--- src/rtl/psu_pkg.sv ---
// ----------------------------------------------------------------------------
// Particle state update: shared package
// Widths, register indexes, stage records and saturation helpers.
// ----------------------------------------------------------------------------
`default_nettype none

package psu_pkg;

  // Vector component width and time fraction bits.
  localparam int CompWidth    = 16;
  localparam int TimeFracBits = 10;
  localparam int VecWidth     = 3 * CompWidth;

  // Product widths: accel * dt, rate * dt, component * dt.
  localparam int AccProdW  = 33;
  localparam int RateProdW = 41;
  localparam int VelProdW  = CompWidth + 17;

  // Divider geometry.
  localparam int DivDvdW  = 32;
  localparam int DivDsrW  = 16;
  localparam int DivBits  = 4;
  localparam int DivStg   = DivDvdW / DivBits;

  // Stages from the first window stage to the divider output.
  localparam int SideDepth = DivStg + 1;
  // Motion output arrives three stages in, then waits for the divider.
  localparam int MotDelay  = SideDepth - 3;

  localparam int WideW = 40;

  typedef enum logic [2:0] {
    REG_FRAME_TIME  = 3'd0,
    REG_ACCEL_X     = 3'd1,
    REG_ACCEL_Y     = 3'd2,
    REG_ACCEL_Z     = 3'd3,
    REG_GROW_TIME   = 3'd4,
    REG_SHRINK_TIME = 3'd5,
    REG_FADE_TIME   = 3'd6
  } cfg_reg_t;

  typedef logic signed [AccProdW-1:0] acc_prod_t;

  // Per-item record that travels beside the divider.
  typedef struct packed {
    logic                 valid;
    logic                 dead;
    logic                 grow_f;
    logic                 shrink_f;
    logic                 fade_f;
    logic [15:0]          nage;
    logic [31:0]          pfull;
    logic [15:0]          size;
    logic [15:0]          full;
    logic [12:0]          alpha;
    logic [VecWidth-1:0]  vel;
    logic [VecWidth-1:0]  pos;
    logic [23:0]          ang;
  } side_t;

  // Motion results held until the divider catches up.
  typedef struct packed {
    logic [VecWidth-1:0] vel;
    logic [VecWidth-1:0] pos;
    logic [23:0]         ang;
  } mot_t;

  // Saturate a wide signed value to one vector component.
  function automatic logic [CompWidth-1:0] sat_comp(input logic signed [WideW-1:0] x);
    logic signed [WideW-1:0] hi;
    logic signed [WideW-1:0] lo;
    hi = WideW'((64'sd1 <<< (CompWidth - 1)) - 64'sd1);
    lo = -hi - WideW'(1);
    if (x > hi) return hi[CompWidth-1:0];
    if (x < lo) return lo[CompWidth-1:0];
    return x[CompWidth-1:0];
  endfunction

  // Saturate a wide signed value to the 24-bit angle.
  function automatic logic [23:0] sat_ang(input logic signed [WideW-1:0] x);
    if (x > WideW'(40'sd8388607)) return 24'h7FFFFF;
    if (x < -WideW'(40'sd8388608)) return 24'h800000;
    return x[23:0];
  endfunction

endpackage

`default_nettype wire

--- src/rtl/psu_div.sv ---
// ----------------------------------------------------------------------------
// Pipelined unsigned divider
// Restoring division, four quotient bits per stage, one result per cycle while en is high.
// ----------------------------------------------------------------------------
`default_nettype none

module psu_div (
  input  wire logic                        clk,
  input  wire logic                        en,
  input  wire logic [psu_pkg::DivDvdW-1:0] dividend,
  input  wire logic [psu_pkg::DivDsrW-1:0] divisor,
  output logic      [psu_pkg::DivDvdW-1:0] quotient
);
  import psu_pkg::*;

  logic [DivDsrW-1:0] rem_r   [DivStg];
  logic [DivDvdW-1:0] dvd_r   [DivStg];
  logic [DivDsrW-1:0] dsr_r   [DivStg];
  logic [DivDsrW-1:0] rem_nxt [DivStg];
  logic [DivDvdW-1:0] dvd_nxt [DivStg];
  logic [DivDsrW-1:0] dsr_nxt [DivStg];

  // Each stage shifts in dividend bits and trial-subtracts the divisor.
  always_comb begin
    logic [DivDsrW-1:0] r;
    logic [DivDvdW-1:0] q;
    logic [DivDsrW-1:0] d;
    logic [DivDsrW:0]   t;
    for (int s = 0; s < DivStg; s++) begin
      if (s == 0) begin
        r = '0;
        q = dividend;
        d = divisor;
      end else begin
        r = rem_r[s-1];
        q = dvd_r[s-1];
        d = dsr_r[s-1];
      end
      for (int k = 0; k < DivBits; k++) begin
        t = {r, q[DivDvdW-1]};
        q = {q[DivDvdW-2:0], 1'b0};
        if (t >= {1'b0, d}) begin
          t    = t - {1'b0, d};
          q[0] = 1'b1;
        end
        r = t[DivDsrW-1:0];
      end
      rem_nxt[s] = r;
      dvd_nxt[s] = q;
      dsr_nxt[s] = d;
    end
  end

  // Stage registers advance together with the rest of the pipeline.
  always_ff @(posedge clk) begin
    if (en) begin
      for (int s = 0; s < DivStg; s++) begin
        rem_r[s] <= rem_nxt[s];
        dvd_r[s] <= dvd_nxt[s];
        dsr_r[s] <= dsr_nxt[s];
      end
    end
  end

  assign quotient = dvd_r[DivStg-1];

endmodule

`default_nettype wire

--- config.mk ---
export PLATFORM = sky130hd
export DESIGN_NAME = psu_div
export DESIGN_NICKNAME = d
export VERILOG_FILES = /design/src/rtl/psu_pkg.sv /design/src/rtl/psu_div.sv
export SDC_FILE = /design/constraint.sdc
export NUM_CORES = 2
export LEC_CHECK = 0
export BUFFER_PORTS_ARGS = -buffer_cell sky130_fd_sc_hd__buf_2
export CELL_PAD_IN_SITES_DETAIL_PLACEMENT = 0
export CELL_PAD_IN_SITES_GLOBAL_PLACEMENT = 1
export CORE_MARGIN = 8
export CORE_UTILIZATION = 40
export CTS_CLUSTER_SIZE = 30
export DETAILED_ROUTE_END_ITERATION = 10
export HOLD_SLACK_MARGIN = 0.15
export PLACE_DENSITY = 0.66
export SLEW_MARGIN = 40
export SYNTH_ARGS = -nofsm -noshare
export SYNTH_HDL_FRONTEND = slang
export SYNTH_SLANG_ARGS = --single-unit
--- constraint.sdc ---
create_clock -name clk -period 14.6 [get_ports clk]
set_clock_uncertainty 0.15 [all_clocks]
set_input_delay 1.46 -clock clk [delete_from_list [all_inputs] [get_ports clk]]
set_output_delay 1.46 -clock clk [all_outputs]
set_load 0.005 [all_outputs]
; After elaboration in Yosys (flattened, before gate mapping)
; Memories as Yosys holds them, arrays and structs flattened.
; Index checks and enable logic that the tools add are counted.
[op_classes]
add_sub_neg = 32
mul = 0
n_div = 0
order_cmp = 32
n_eq_ne = 0
shifts = 0
n_mux = 66
n_bitwise = 0
n_reduce_logical = 0
[op_table]
columns = cell, count
row1 = greater-or-equal comparator 17 x 16 -> 1 bit, 31
row2 = two-way mux 16 bit, 32
row3 = subtractor 16 bit, 31
row4 = two-way mux 1 bit, 34
row5 = greater-or-equal comparator 1 x 16 -> 1 bit, 1
row6 = subtractor 1 x 16 -> 16 bit, 1
[totals]
reg_bits = 0
latchBits = 0
ramBits = 512
rom_bits = 0
inputBits = 50
out_inout_bits = 32
word_cells = 133
mem_count = 3
[mem_list]
columns = memory, words, width, rd, rd_clocked_by_memory_dff, wr, line
row1 = dvd_r, 8, 32, 8, 0, 8, psu_div.sv:17  ; logic [DivDvdW-1:0] dvd_r [DivStg];
row2 = dsr_r, 8, 16, 7, 0, 8, psu_div.sv:18  ; logic [DivDsrW-1:0] dsr_r [DivStg];
row3 = rem_r, 8, 16, 7, 0, 8, psu_div.sv:16  ; logic [DivDsrW-1:0] rem_r [DivStg];

; Longest topological paths before layout
[depth]
ltp_word = 8
depth_mapped = 52
mapped_depth_nobuf = 46

; Worst setup path before layout
; No wires, ideal clock.
[synth_timing]
path_type = reg2reg
from = memory dsr_r[5][1]
to = memory rem_r[6][10], data pin
t_arrival_ns = 10.880
t_required_ns = 14.190
path_slack_ns = 3.310
stages_incl_launch_ff = 52
n_path_buf = 7
period_less_slack_ns = 11.290
cell_sequence = edfxtp_1 > inv_1 > ha_1 > nor2b_1 > o211ai_1 > a211oi_1 > o31ai_1 > and2_1 > buf_6 > inv_2 > buf_1 > o21ai_0 > inv_1 > ha_1 > nor2b_1 > o31ai_1 > a211oi_1 > nor3_1 > (+16 left out) > a2111oi_4 > buf_6 > buf_2 > nand2_1 > o21ai_0 > ha_1 > nor2b_1 > o21ai_0 > a21boi_0 > o21ai_0 > a21oi_1 > a211o_1 > a21o_1 > a221o_1 > a211o_1 > a211oi_4 > buf_8 > mux2_4
[synth_rtl]
columns = element, line
row1 = "start, declared", psu_div.sv:18
row2 = "end, declared", psu_div.sv:16

==> metrics.md <==
| Metric | Value |
|---|---|
| Post-CTS Setup Repair Bufs | 0 |
| Final worst-path cycle share | 0.892 |
| Post-synthesis mux area share | 0.0678 |
| Critical setup path kind | flip-flop to flip-flop |
| Post-Synth XOR/XNOR Area | 0.0711 |
| Worst R2R Setup Slack | 1.58 ns |
| Fraction of layout cells with a size suffix above 1 | 0.107 |
| DIE WIDTH | 342 µm |
| Worst-path clk slew | 0.06 ns |
| Maximum clock path buffer count | 3 |
| TritonRoute pass-1 iters | 7 |
| Worst Reg-to-Reg Cells | 44 |
| RSZ-0062 raised after global routing | false |
| CP startpoint kind | flip-flop |
| Largest net degree at the start of global routing | roughly 160 |
| Final Hold Fails | 0 |
| Post-CTS Hold Buffers | 0 |
| Actual slew at the worst max-slew pin | 0.738 ns |
| CTS tree | yes |
| Max Fclk | 76.8 MHz |
| Vias post-DR | 32,300 |
| Final setup fails | 0 |
| Worst slew margin | 0.502 |
| Setup TNS | 0 ns |
| Register area share after synthesis | 0.340 |
| Worst path max stage delay | 0.67 ns |
| Vias in the first global route | 31,200 |
| Initial Utilization | 0.403 |
| Count leader, synth | ha_1 |
| H-tree levels | 2 |
| WL met2 | 48.3 mm |
| DP HPWL | 87.8 mm |
| Yosys warns | 0 |
| Highest Signal Layer | met4 |
| Die area | 117,000 µm² |
| Clock sink total | 480 |
| Fin nets | 5,029 |
| Share of synthesized registers carrying an async set or reset | 0 |
| CP bufs+invs | 6 |
| Synth Cell Area | around 42,000 µm² |
| Tmin final | 13.02 ns |
| DRT iter0 DRCs | 1,806 |
| Ys flop type | edfxtp_1 |
| Crit. End Element | flip-flop |
| Row count | 119 |
| Class of the worst hold path | flip-flop to flip-flop |
| Initial antenna violation count | 3 |
| IO Pins | 82 |
| Crit-path leading delay family | compound AO/OA/AOI/OAI gates |
| CORE AREA | 105,000 µm² |
| Simple-gate area share of the yosys netlist | 0.128 |
| Worst Hold Depth | 0 |
| Chip height | 342 µm |
| Worst hold start | dvd_r[0][74] |
| Mapped Cells | between 4,000 and 5,000 |
| CP Max Fanout | 17 |
| Maxcap violations | 0 |
| First-pass GRT wire length | 171 mm |
| Met3 WL post-DR | 3.84 mm |
| Syn avg cell area | ~9.7 µm² |
| FF-to-FF End | rem_r[6][4] |
| WL final | 109 mm |
| EDFF count, synth | between 400 and 500 |
| Antenna diode count | 0 |
| Routed WL per cell | between 15 and 20 µm |
| Synth Area in Compound Gates | 0.187 |
| Min-Delay Endpoint | dvd_r[0][110] |
| CP arrival | ~13 ns |
| Post-synthesis adder-cell area fraction | 0.161 |
| CTS buffer count | 57 |
| Final Wtd Congestion | between 0.8 and 0.9 |
| Most frequent cells after synthesis | 498 x ha_1, 480 x edfxtp_1, 341 x inv_1 |
| Post-synthesis cell type count | 95 |
| GR Overflow Total | 0 |
| Clk Latency, worst-skew pair | 0.65 ns |
| GRT Total Usage | 0.181 |
| Largest family of logic cells by synthesized area | compound AO/OA/AOI/OAI gates |
| IO buf count | roughly 80 |
| Max-slew violation count | 0 |
| R2R Path Start | dsr_r[5][1] |
| Top-area cell type share of the netlist area | 0.340 |
| Antenna-violating nets left | 0 |
| Detailed-route DRC error count | 0 |
| Status | finished clean |
| Synth area leader | edfxtp_1 |
| CP max stage cell | a2111oi_4 |
| Critical path required time | 14.85 ns |
| Root Buffer Master | clkbuf_16 |
| Met1 WL | 54.6 mm |
| Seq cells post-synth | 480 |
| # resized after CTS | 0 |
| Synth top area cells | edfxtp_1 34%, ha_1 15%, mux2_2 5.4% |
| Vias per cell | between 5 and 6 |
| Area growth syn-to-layout | 8.72% |
| Post-synthesis net count | 4,967 |
-- area by class of cell --
type	count	area, µm²
clock inverters	40	422
fillers	10200	59200
multi-input cells	3457	26100
clock buffers	63	1450
well taps	1391	1740
flip-flops and latches	480	14400
repair buffers	106	647
inverters	349	1310
-- worst max path at each step --
stage	to	depth (start not counted)	from	slack, ns
6_report	rem_r[6][4]	44	dsr_r[5][1]	1.58
5_1_grt	rem_r[6][5]	44	dsr_r[5][1]	0.38
4_1_cts	rem_r[6][4]	44	dsr_r[5][1]	1.47
3_5_place_dp	rem_r[6][4]	44	dsr_r[5][1]	1.58
3_3_place_gp	rem_r[0][3]	43	divisor[1]	1.57
2_1_floorplan	rem_r[6][10]	51	dsr_r[5][1]	3.31
-- registers in the layout, summed over array words and instances, names as in the netlist --
signal,cells
dsr_r,112
dvd_r,256
rem_r,112
-- through the flow --
step / utilization / instances / worst slack [ns] / hold WS, ns / cell area, µm²
2_1_floorplan: - / 4389 / 3.31 / 0.250 / 42400
3_3_place_gp: 0.420 / 5781 / 1.57 / 0.250 / 44200
3_5_place_dp: 0.420 / 5782 / 1.58 / 0.255 / 44200
4_1_cts: 0.438 / 5885 / 1.47 / 0.253 / 46100
5_1_grt: 0.438 / 5886 / 0.384 / 0.256 / 46100
6_report: 0.438 / 5886 / 1.58 / 0.255 / 46100
-- cells by family after synthesis --
kind of cell	Yosys count
buffers and inverters	452
AND/OR/NAND/NOR	1122
multiplexers	258
adder cells (fa/ha/maj)	528
flip-flops	480
XOR/XNOR	344
AO/OA/AOI/OAI	1205
-- per-layer routing --
layer	vias to the layer above	GRT usage
li1	16500	-
met1	15200	0.260
met2	476	0.290
met3	114	0.0223
met4	0	0.0424
met5	-	0
-- layout by cell type (no fill, tap or decap), types with 54 or more instances in the layout --
cell / n
a21oi_1: 310
nand2_1: 304
buf_2: 80
xor2_1: 130
edfxtp_1: 480
xnor2_1: 214
ha_1: 498
nand4_1: 84
nor2_1: 285
o21a_1: 68
nor2b_1: 77
mux2_2: 202
nand3_1: 67
clkbuf_16: 57
inv_1: 341
o21ai_0: 271
o21bai_1: 54
a21o_1: 144
nor3_1: 99
-- worst reg2reg max path, delay by kind of cell, from the launching register on --
family,cells,cell delay [ns]
AND/OR/NAND/NOR,7,1.27
AO/OA/AOI/OAI,25,7.66
multiplexers,2,0.66
buffers and inverters,6,1.33
flip-flops,1,0.47
adder cells (fa/ha/maj),4,1.22
Power is left out: the tool's default activity adds up to more than one toggle a clock period on the data nets, which glitch-free logic cannot reach.
