`src/rtl/psu_pkg.sv`:
```
// ----------------------------------------------------------------------------
// Particle state update: shared package
// Widths, register indexes, stage records and saturation helpers.
// ----------------------------------------------------------------------------
`default_nettype none

package psu_pkg;

  // Vector component width and time fraction bits.
  localparam int CompWidth    = 16;
  localparam int TimeFracBits = 10;
  localparam int VecWidth     = 3 * CompWidth;

  // Product widths: accel * dt, rate * dt, component * dt.
  localparam int AccProdW  = 33;
  localparam int RateProdW = 41;
  localparam int VelProdW  = CompWidth + 17;

  // Divider geometry.
  localparam int DivDvdW  = 32;
  localparam int DivDsrW  = 16;
  localparam int DivBits  = 4;
  localparam int DivStg   = DivDvdW / DivBits;

  // Stages from the first window stage to the divider output.
  localparam int SideDepth = DivStg + 1;
  // Motion output arrives three stages in, then waits for the divider.
  localparam int MotDelay  = SideDepth - 3;

  localparam int WideW = 40;

  typedef enum logic [2:0] {
    REG_FRAME_TIME  = 3'd0,
    REG_ACCEL_X     = 3'd1,
    REG_ACCEL_Y     = 3'd2,
    REG_ACCEL_Z     = 3'd3,
    REG_GROW_TIME   = 3'd4,
    REG_SHRINK_TIME = 3'd5,
    REG_FADE_TIME   = 3'd6
  } cfg_reg_t;

  typedef logic signed [AccProdW-1:0] acc_prod_t;

  // Per-item record that travels beside the divider.
  typedef struct packed {
    logic                 valid;
    logic                 dead;
    logic                 grow_f;
    logic                 shrink_f;
    logic                 fade_f;
    logic [15:0]          nage;
    logic [31:0]          pfull;
    logic [15:0]          size;
    logic [15:0]          full;
    logic [12:0]          alpha;
    logic [VecWidth-1:0]  vel;
    logic [VecWidth-1:0]  pos;
    logic [23:0]          ang;
  } side_t;

  // Motion results held until the divider catches up.
  typedef struct packed {
    logic [VecWidth-1:0] vel;
    logic [VecWidth-1:0] pos;
    logic [23:0]         ang;
  } mot_t;

  // Saturate a wide signed value to one vector component.
  function automatic logic [CompWidth-1:0] sat_comp(input logic signed [WideW-1:0] x);
    logic signed [WideW-1:0] hi;
    logic signed [WideW-1:0] lo;
    hi = WideW'((64'sd1 <<< (CompWidth - 1)) - 64'sd1);
    lo = -hi - WideW'(1);
    if (x > hi) return hi[CompWidth-1:0];
    if (x < lo) return lo[CompWidth-1:0];
    return x[CompWidth-1:0];
  endfunction

  // Saturate a wide signed value to the 24-bit angle.
  function automatic logic [23:0] sat_ang(input logic signed [WideW-1:0] x);
    if (x > WideW'(40'sd8388607)) return 24'h7FFFFF;
    if (x < -WideW'(40'sd8388608)) return 24'h800000;
    return x[23:0];
  endfunction

endpackage

`default_nettype wire

```
`src/rtl/psu_motion.sv`:
```
// ----------------------------------------------------------------------------
// Particle motion pipeline
// Velocity and angle update, velocity times dt, then position update.
// ----------------------------------------------------------------------------
`default_nettype none

module psu_motion (
  input  wire logic                                 clk,
  input  wire logic                                 en,
  input  wire logic [15:0]                          dt,
  input  wire logic [psu_pkg::VecWidth-1:0]         vel,
  input  wire logic [psu_pkg::VecWidth-1:0]         pos,
  input  wire logic [23:0]                          ang,
  input  wire psu_pkg::acc_prod_t                   acc_prod [3],
  input  wire logic signed [psu_pkg::RateProdW-1:0] rate_prod,
  output psu_pkg::mot_t                             mot
);
  import psu_pkg::*;

  logic [CompWidth-1:0]        vn1_r  [3];
  logic [VecWidth-1:0]         pos1_r;
  logic [23:0]                 ang1_r;
  logic signed [VelProdW-1:0]  vp2_r  [3];
  logic [CompWidth-1:0]        vn2_r  [3];
  logic [VecWidth-1:0]         pos2_r;
  logic [23:0]                 ang2_r;
  logic [VecWidth-1:0]         vel3_r;
  logic [VecWidth-1:0]         pos3_r;
  logic [23:0]                 ang3_r;
  logic [CompWidth-1:0]        vn1_nxt [3];
  logic [23:0]                 ang1_nxt;
  logic signed [VelProdW-1:0]  vp2_nxt [3];
  logic [VecWidth-1:0]         pos3_nxt;
  logic [VecWidth-1:0]         vel3_nxt;
  logic signed [16:0]          dt_s;

  assign dt_s = signed'({1'b0, dt});

  // Velocity and angle advance by the floored scaled products.
  always_comb begin
    logic signed [WideW-1:0] vv;
    logic signed [WideW-1:0] aa;
    for (int j = 0; j < 3; j++) begin
      vv = WideW'(signed'(vel[j*CompWidth +: CompWidth]))
         + WideW'(acc_prod[j] >>> TimeFracBits);
      vn1_nxt[j] = sat_comp(vv);
    end
    aa = WideW'(signed'(ang)) + WideW'(rate_prod >>> TimeFracBits);
    ang1_nxt = sat_ang(aa);
  end

  // New velocity times dt.
  always_comb begin
    for (int j = 0; j < 3; j++) begin
      vp2_nxt[j] = signed'(vn1_r[j]) * dt_s;
    end
  end

  // Position advances by the floored velocity product.
  always_comb begin
    logic signed [WideW-1:0] pp;
    for (int j = 0; j < 3; j++) begin
      pp = WideW'(signed'(pos2_r[j*CompWidth +: CompWidth]))
         + WideW'(vp2_r[j] >>> TimeFracBits);
      pos3_nxt[j*CompWidth +: CompWidth] = sat_comp(pp);
      vel3_nxt[j*CompWidth +: CompWidth] = vn2_r[j];
    end
  end

  always_ff @(posedge clk) begin
    if (en) begin
      vn1_r  <= vn1_nxt;
      pos1_r <= pos;
      ang1_r <= ang1_nxt;
      vp2_r  <= vp2_nxt;
      vn2_r  <= vn1_r;
      pos2_r <= pos1_r;
      ang2_r <= ang1_r;
      vel3_r <= vel3_nxt;
      pos3_r <= pos3_nxt;
      ang3_r <= ang2_r;
    end
  end

  assign mot.vel = vel3_r;
  assign mot.pos = pos3_r;
  assign mot.ang = ang3_r;

endmodule

`default_nettype wire

```
`config.mk`:
```
export PLATFORM = sky130hd
export DESIGN_NAME = psu_motion
export DESIGN_NICKNAME = d
export VERILOG_FILES = /design/src/rtl/psu_pkg.sv /design/src/rtl/psu_motion.sv
export SDC_FILE = /design/constraint.sdc
export NUM_CORES = 2
export LEC_CHECK = 0
export BUFFER_PORTS_ARGS = -buffer_cell sky130_fd_sc_hd__buf_2
export CORE_ASPECT_RATIO = 1.5
export CORE_MARGIN = 2
export CORE_UTILIZATION = 36
export DETAILED_ROUTE_END_ITERATION = 10
export PLACE_DENSITY = 0.61
export SLEW_MARGIN = 0
export SYNTH_ARGS = -nofsm -noshare
export SYNTH_HDL_FRONTEND = slang
export SYNTH_SLANG_ARGS = --single-unit
```
`constraint.sdc`:
```
create_clock -name clk -period 9.55 [get_ports clk]
set_input_delay 2.865 -clock clk [delete_from_list [all_inputs] [get_ports clk]]
set_output_delay 2.865 -clock clk [all_outputs]
set_load 0.03 [all_outputs]
```
# Yosys cells after proc, flatten, opt, wreduce, memory -nomap -nowiden
# Index checks and enable logic that the tools add are counted.
# totals
ff_bits,459
inputBits,278
elab_cells,89
# op_classes
add_sub_neg,7
multipliers,3
order_cmp,14
mux,49
# op_table
operator,n
2-to-1 mux 16 bit,24
adder 16 x 23 -> 24 bit,6
greater-than comparator 24 x 16 -> 1 bit (second input constant),6
less-than comparator 24 x 16 -> 1 bit (second input constant),6
multiplier 16 x 17 -> 33 bit,3
2-to-1 mux 24 bit,4
adder 24 x 31 -> 32 bit,1
greater-than comparator 32 x 24 -> 1 bit (second input constant),1
less-than comparator 32 x 24 -> 1 bit (second input constant),1
2-to-1 mux 1 bit,21

# Logic depth before layout (Yosys ltp)
# logic_depth
depth_word,6
mapped_depth,25
depth_no_buf,24

# Least setup slack after synthesis
# OpenSTA, ideal clock, no wires.
# synth_timing
path_type,input -> register
start,in dt[11]
end,"reg vp2_r[32] (netlist bit), data pin"
t_arrival_ns,8.903
t_required_ns,9.290
path_slack_ns,0.387
path_stages,23
n_path_buf,2
cell_sequence,clkbuf_1 clkbuf_1 nand2_1 fa_1 fa_1 fa_1 inv_1 fa_1 fa_1 inv_1 fa_1 inv_1 ha_1 a211oi_1 nand2_1 a311oi_1 a21oi_1 a311oi_1 o31a_1 o21ai_0 or3_1 a31oi_1 xnor2_1
# synth_rtl
item,line_no,rtl
from (decl),psu_motion.sv:10,"input wire logic [15:0] dt,"
to (signal assigned),psu_motion.sv:75,vp2_r <= vp2_nxt;
to (decl),psu_motion.sv:23,logic signed [VelProdW-1:0] vp2_r [3];

==> results_tabular.tex <==
\begin{tabular}{lr}
\hline
Metric & Value \\
\hline
\multicolumn{2}{l}{\textbf{Layout}} \\
Post-synthesis to final-layout area growth & 12.8\% \\
Filler cells & 12700 \\
Number of nets in the layout & 6370 \\
Non-filler instance count after layout & 6746 \\
Cell area after layout & 53100 µm² \\
Layout cell share with drive strength beyond 1 & 11.7\% \\
\multicolumn{2}{l}{\textbf{Logic synthesis}} \\
Synth Area in Simple Gates & 12.7\% \\
Multiplexer share of the synthesized area & 0.0930\% \\
Number of synthesized register bits & 429 \\
Synth cell types & 80 \\
Xor-xnor portion of the synthesized cell area & 3.61\% \\
Instance count of the mapped netlist & 4610 \\
Dominant combinational cell family by area after synthesis & adder cells \\
Number of nets in the synthesized netlist & 6000 \\
Fraction of the mapped netlist area in compound gates & 9.83\% \\
Adder-cell share of the synthesized area & 38.9\% \\
Flip-flop cell with the highest count after synthesis & edfxtp\_1 \\
Proportion of synthesized chip area in sequential cells & 27.4\% \\
Post-Syn Area per Cell & 10.2 µm² \\
Number of flops mapped to enable cells by yosys & 429 \\
Synth Cell Area & 47100 µm² \\
Fraction of registers with async set/reset & 0\% \\
Ys Warns & 0 \\
\multicolumn{2}{l}{\textbf{Die}} \\
Row Count & 162 \\
Die extent in x & 299 µm \\
Die outline area & 134000 µm² \\
Height of the chip & 447 µm \\
Core area & 130000 µm² \\
Initial Util & 36.3\% \\
Number of I/O pins & 398 \\
\multicolumn{2}{l}{\textbf{Place}} \\
Placed insts & 6651 \\
DP HPWL & 95.4 mm \\
Count of input and output buffers & 357 \\
GPL Wtd Cong & 0.879 \\
Post-Place Cell Area & 51400 µm² \\
\multicolumn{2}{l}{\textbf{Detailed routing}} \\
Final WL & 120 mm \\
Vias per cell & 4.99 \\
Starting DRC count in detailed routing & 1572 \\
DRC Markers & 0 \\
Number of iterations in the first detailed-routing pass & 5 \\
Per-cell routed wire length & 17.9 µm \\
Number of vias in the routed layout & 33600 \\
Number of antenna-violating nets in the routed design & 0 \\
\multicolumn{2}{l}{\textbf{Clocking}} \\
Number of instances resized during post-cts repair & 0 \\
Clock latency at the later pin of the worst-skew pair & 670 ps \\
Clock sink total & 429 \\
TritonCTS clock tree & built \\
Clock tree root driver cell & clkbuf\_16 \\
CTS Hold Bufs & 0 \\
Max clock buf depth & 3 \\
Depth of the CTS H-tree & 2 \\
Number of buffers inserted during clock tree synthesis & 49 \\
Count of buffers added by post-CTS timing repair for setup & 0 \\
Clock transition time at the flip-flop clock pins of the worst setup and hold paths & 70 ps \\
\multicolumn{2}{l}{\textbf{Hold path}} \\
Path class of the lowest-slack min-delay path & flop to flop \\
HP Start & ang2\_r[17]\$\_DFFE\_PP\_ \\
Worst Hold Path Cells & 0 \\
\multicolumn{2}{l}{\textbf{Global routing}} \\
Total overflow reported by the global router & 0 \\
Overall Global Routing Usage & 18.3\% \\
Via count of the first global-routing pass & 35900 \\
Wire length of the first global-routing pass & 193 mm \\
Number of antenna violations at the first check in global routing & 31 \\
Largest net degree at the start of global routing & 155 \\
\multicolumn{2}{l}{\textbf{Timing}} \\
Clock Skew & 52.6 ps \\
Worst slew pin tran & 1080 ps \\
Sum of negative setup slack & 0 ps \\
Post-route clock period utilization & 92.0\% \\
Setup repair after global routing missed its margin & no \\
Highest clock rate & 114 MHz \\
Number of setup violations in the final report & 0 \\
Headroom to the max-slew limit & 28.1\% \\
Final slew viol count & 0 \\
Min Hold Slack & 413 ps \\
Hold Vio Cnt, Final & 0 \\
Minimum period implied by the final worst setup slack & 8790 ps \\
\multicolumn{2}{l}{\textbf{Worst setup path}} \\
Worst Path Required & 9970 ps \\
Crit path kind & input port to flop \\
Depth of the worst register-to-register path & 25 \\
Largest fanout of any net on the critical path & 11 \\
Reg-to-reg startpoint & vn1\_r[8]\$\_SDFFCE\_PN1P\_ \\
Launching element of the worst setup path & dt[7] \\
Crit. End Element & flop \\
Startpoint type of the worst setup path & input port \\
Data arrival, critical path & 9210 ps \\
\multicolumn{2}{l}{\textbf{Outcome}} \\
Result of the run & finished, final reports clean \\
\multicolumn{2}{l}{\textbf{Run}} \\
\# Max-Cap Violations & 0 \\
\hline
\end{tabular}
-- synthesized netlist by cell type, types with 4 or more instances --
| cell | number | area [µm²] |
|---|---|---|
| a2111o_1 | 4 | 45.0 |
| a211o_1 | 5 | 43.8 |
| a211oi_1 | 39 | 293 |
| a21o_1 | 103 | 773 |
| a21oi_1 | 170 | 851 |
| a221oi_1 | 6 | 52.6 |
| a311oi_1 | 8 | 70.1 |
| a31o_2 | 7 | 61.3 |
| a31oi_1 | 10 | 62.6 |
| a41o_1 | 4 | 40.0 |
| a41oi_1 | 10 | 87.6 |
| and2_1 | 355 | 2220 |
| and3_1 | 14 | 87.6 |
| and4_1 | 4 | 35.0 |
| clkbuf_1 | 149 | 559 |
| edfxtp_1 | 429 | 12900 |
| fa_1 | 586 | 11700 |
| ha_1 | 526 | 6580 |
| inv_1 | 791 | 2970 |
| nand2_1 | 481 | 1810 |
| nand2b_1 | 41 | 257 |
| nand3_1 | 46 | 230 |
| nand3b_1 | 8 | 60.1 |
| nand4_1 | 16 | 100 |
| nor2_1 | 159 | 597 |
| nor2b_1 | 21 | 131 |
| nor3_1 | 38 | 190 |
| nor4_1 | 6 | 37.5 |
| o2111ai_1 | 4 | 35.0 |
| o211ai_1 | 14 | 105 |
| o21a_1 | 41 | 308 |
| o21ai_0 | 158 | 791 |
| o21ai_1 | 31 | 155 |
| o21bai_1 | 25 | 188 |
| o22ai_1 | 5 | 31.3 |
| o31a_1 | 7 | 61.3 |
| o31ai_1 | 20 | 150 |
| o41a_1 | 4 | 45.0 |
| or2_2 | 8 | 50.1 |
| or3_1 | 5 | 31.3 |
| xnor2_1 | 118 | 1030 |
| xor2_1 | 76 | 666 |
-- area by class of cell --
type / count / area (µm²) / area share, %
diodes: 4 / 10.0 / 0.0188
flip-flops and latches: 429 / 12900 / 24.2
repair buffers: 471 / 2750 / 5.18
inverters: 792 / 2970 / 5.60
multi-input cells: 3237 / 30700 / 57.7
well taps: 1722 / 2150 / 4.06
clock buffers: 53 / 1240 / 2.34
clock inverters: 38 / 434 / 0.817
-- metal layers --
| metal | vias up | GRT usage, % | wire length [µm] |
|---|---|---|---|
| met3 | 218 | 3.87 | 7410 |
| met1 | 16700 | 21.1 | 46700 |
| met5 | - | 0 | 200 |
| li1 | 15900 | - | - |
| met4 | 34 | 5.91 | 3930 |
| met2 | 781 | 33.7 | 62300 |
-- stage by stage --
stage	setup WS (ps)	utilization [%]
CTS	795	40.9
global route	400	40.9
finish	760	40.9
floorplan	387	-
global placement	79.3	39.6
detailed placement	74.8	39.6
-- kinds of logic after synthesis --
logic type / Yosys count
buffers and inverters: 944
flip-flops: 429
XOR/XNOR: 194
multiplexers: 4
adder cells (fa/ha/maj): 1112
AND/OR/NAND/NOR: 1218
AO/OA/AOI/OAI: 709
-- path summary, 6_finish.rpt --
kind	endpoint	slack, ps
worst max register to register	vp2_r[29]$_DFFE_PP_	2360
worst min-delay path	ang3_r[17]$_DFFE_PP_	410
worst min register to register	ang3_r[17]$_DFFE_PP_	410
worst max-delay path	vp2_r[32]$_DFFE_PP_	760
-- registers in the layout, indices dropped and copies added, names as in the netlist --
name / cells
vp2_r: 69
pos1_r: 48
pos2_r: 48
pos3_r: 48
vel3_nxt: 48
vel3_r: 48
vn1_r: 48
ang1_r: 24
ang2_r: 24
ang3_r: 24
-- critical path, stage by stage --
cell	delay, ps
buf_2	330
buf_4	250
nand2_1	80
fa_1	500
fa_1	470
fa_1	450
fa_1	490
inv_1	50
fa_1	540
inv_1	50
fa_1	480
inv_1	40
ha_1	280
a211oi_1	240
nand2_1	110
a311oi_1	260
a21oi_1	170
a311oi_1	310
buf_4	200
o31a_1	220
o21ai_0	140
or3_1	350
a31oi_1	220
xnor2_1	80
-- placed cells by master, fill, tap and decap left out, types with 76 or more instances in the layout --
master    instances
fa_1            586
xnor2_1         118
and2_1          355
nand2_1         481
buf_2           356
buf_4           106
a21o_1          103
ha_1            526
nor2_1          159
o21ai_0         158
a21oi_1         170
edfxtp_1        429
xor2_1           76
inv_1           791
Power is left out: the tool's default activity adds up to more than one toggle a clock period on the data nets, which glitch-free logic cannot reach.
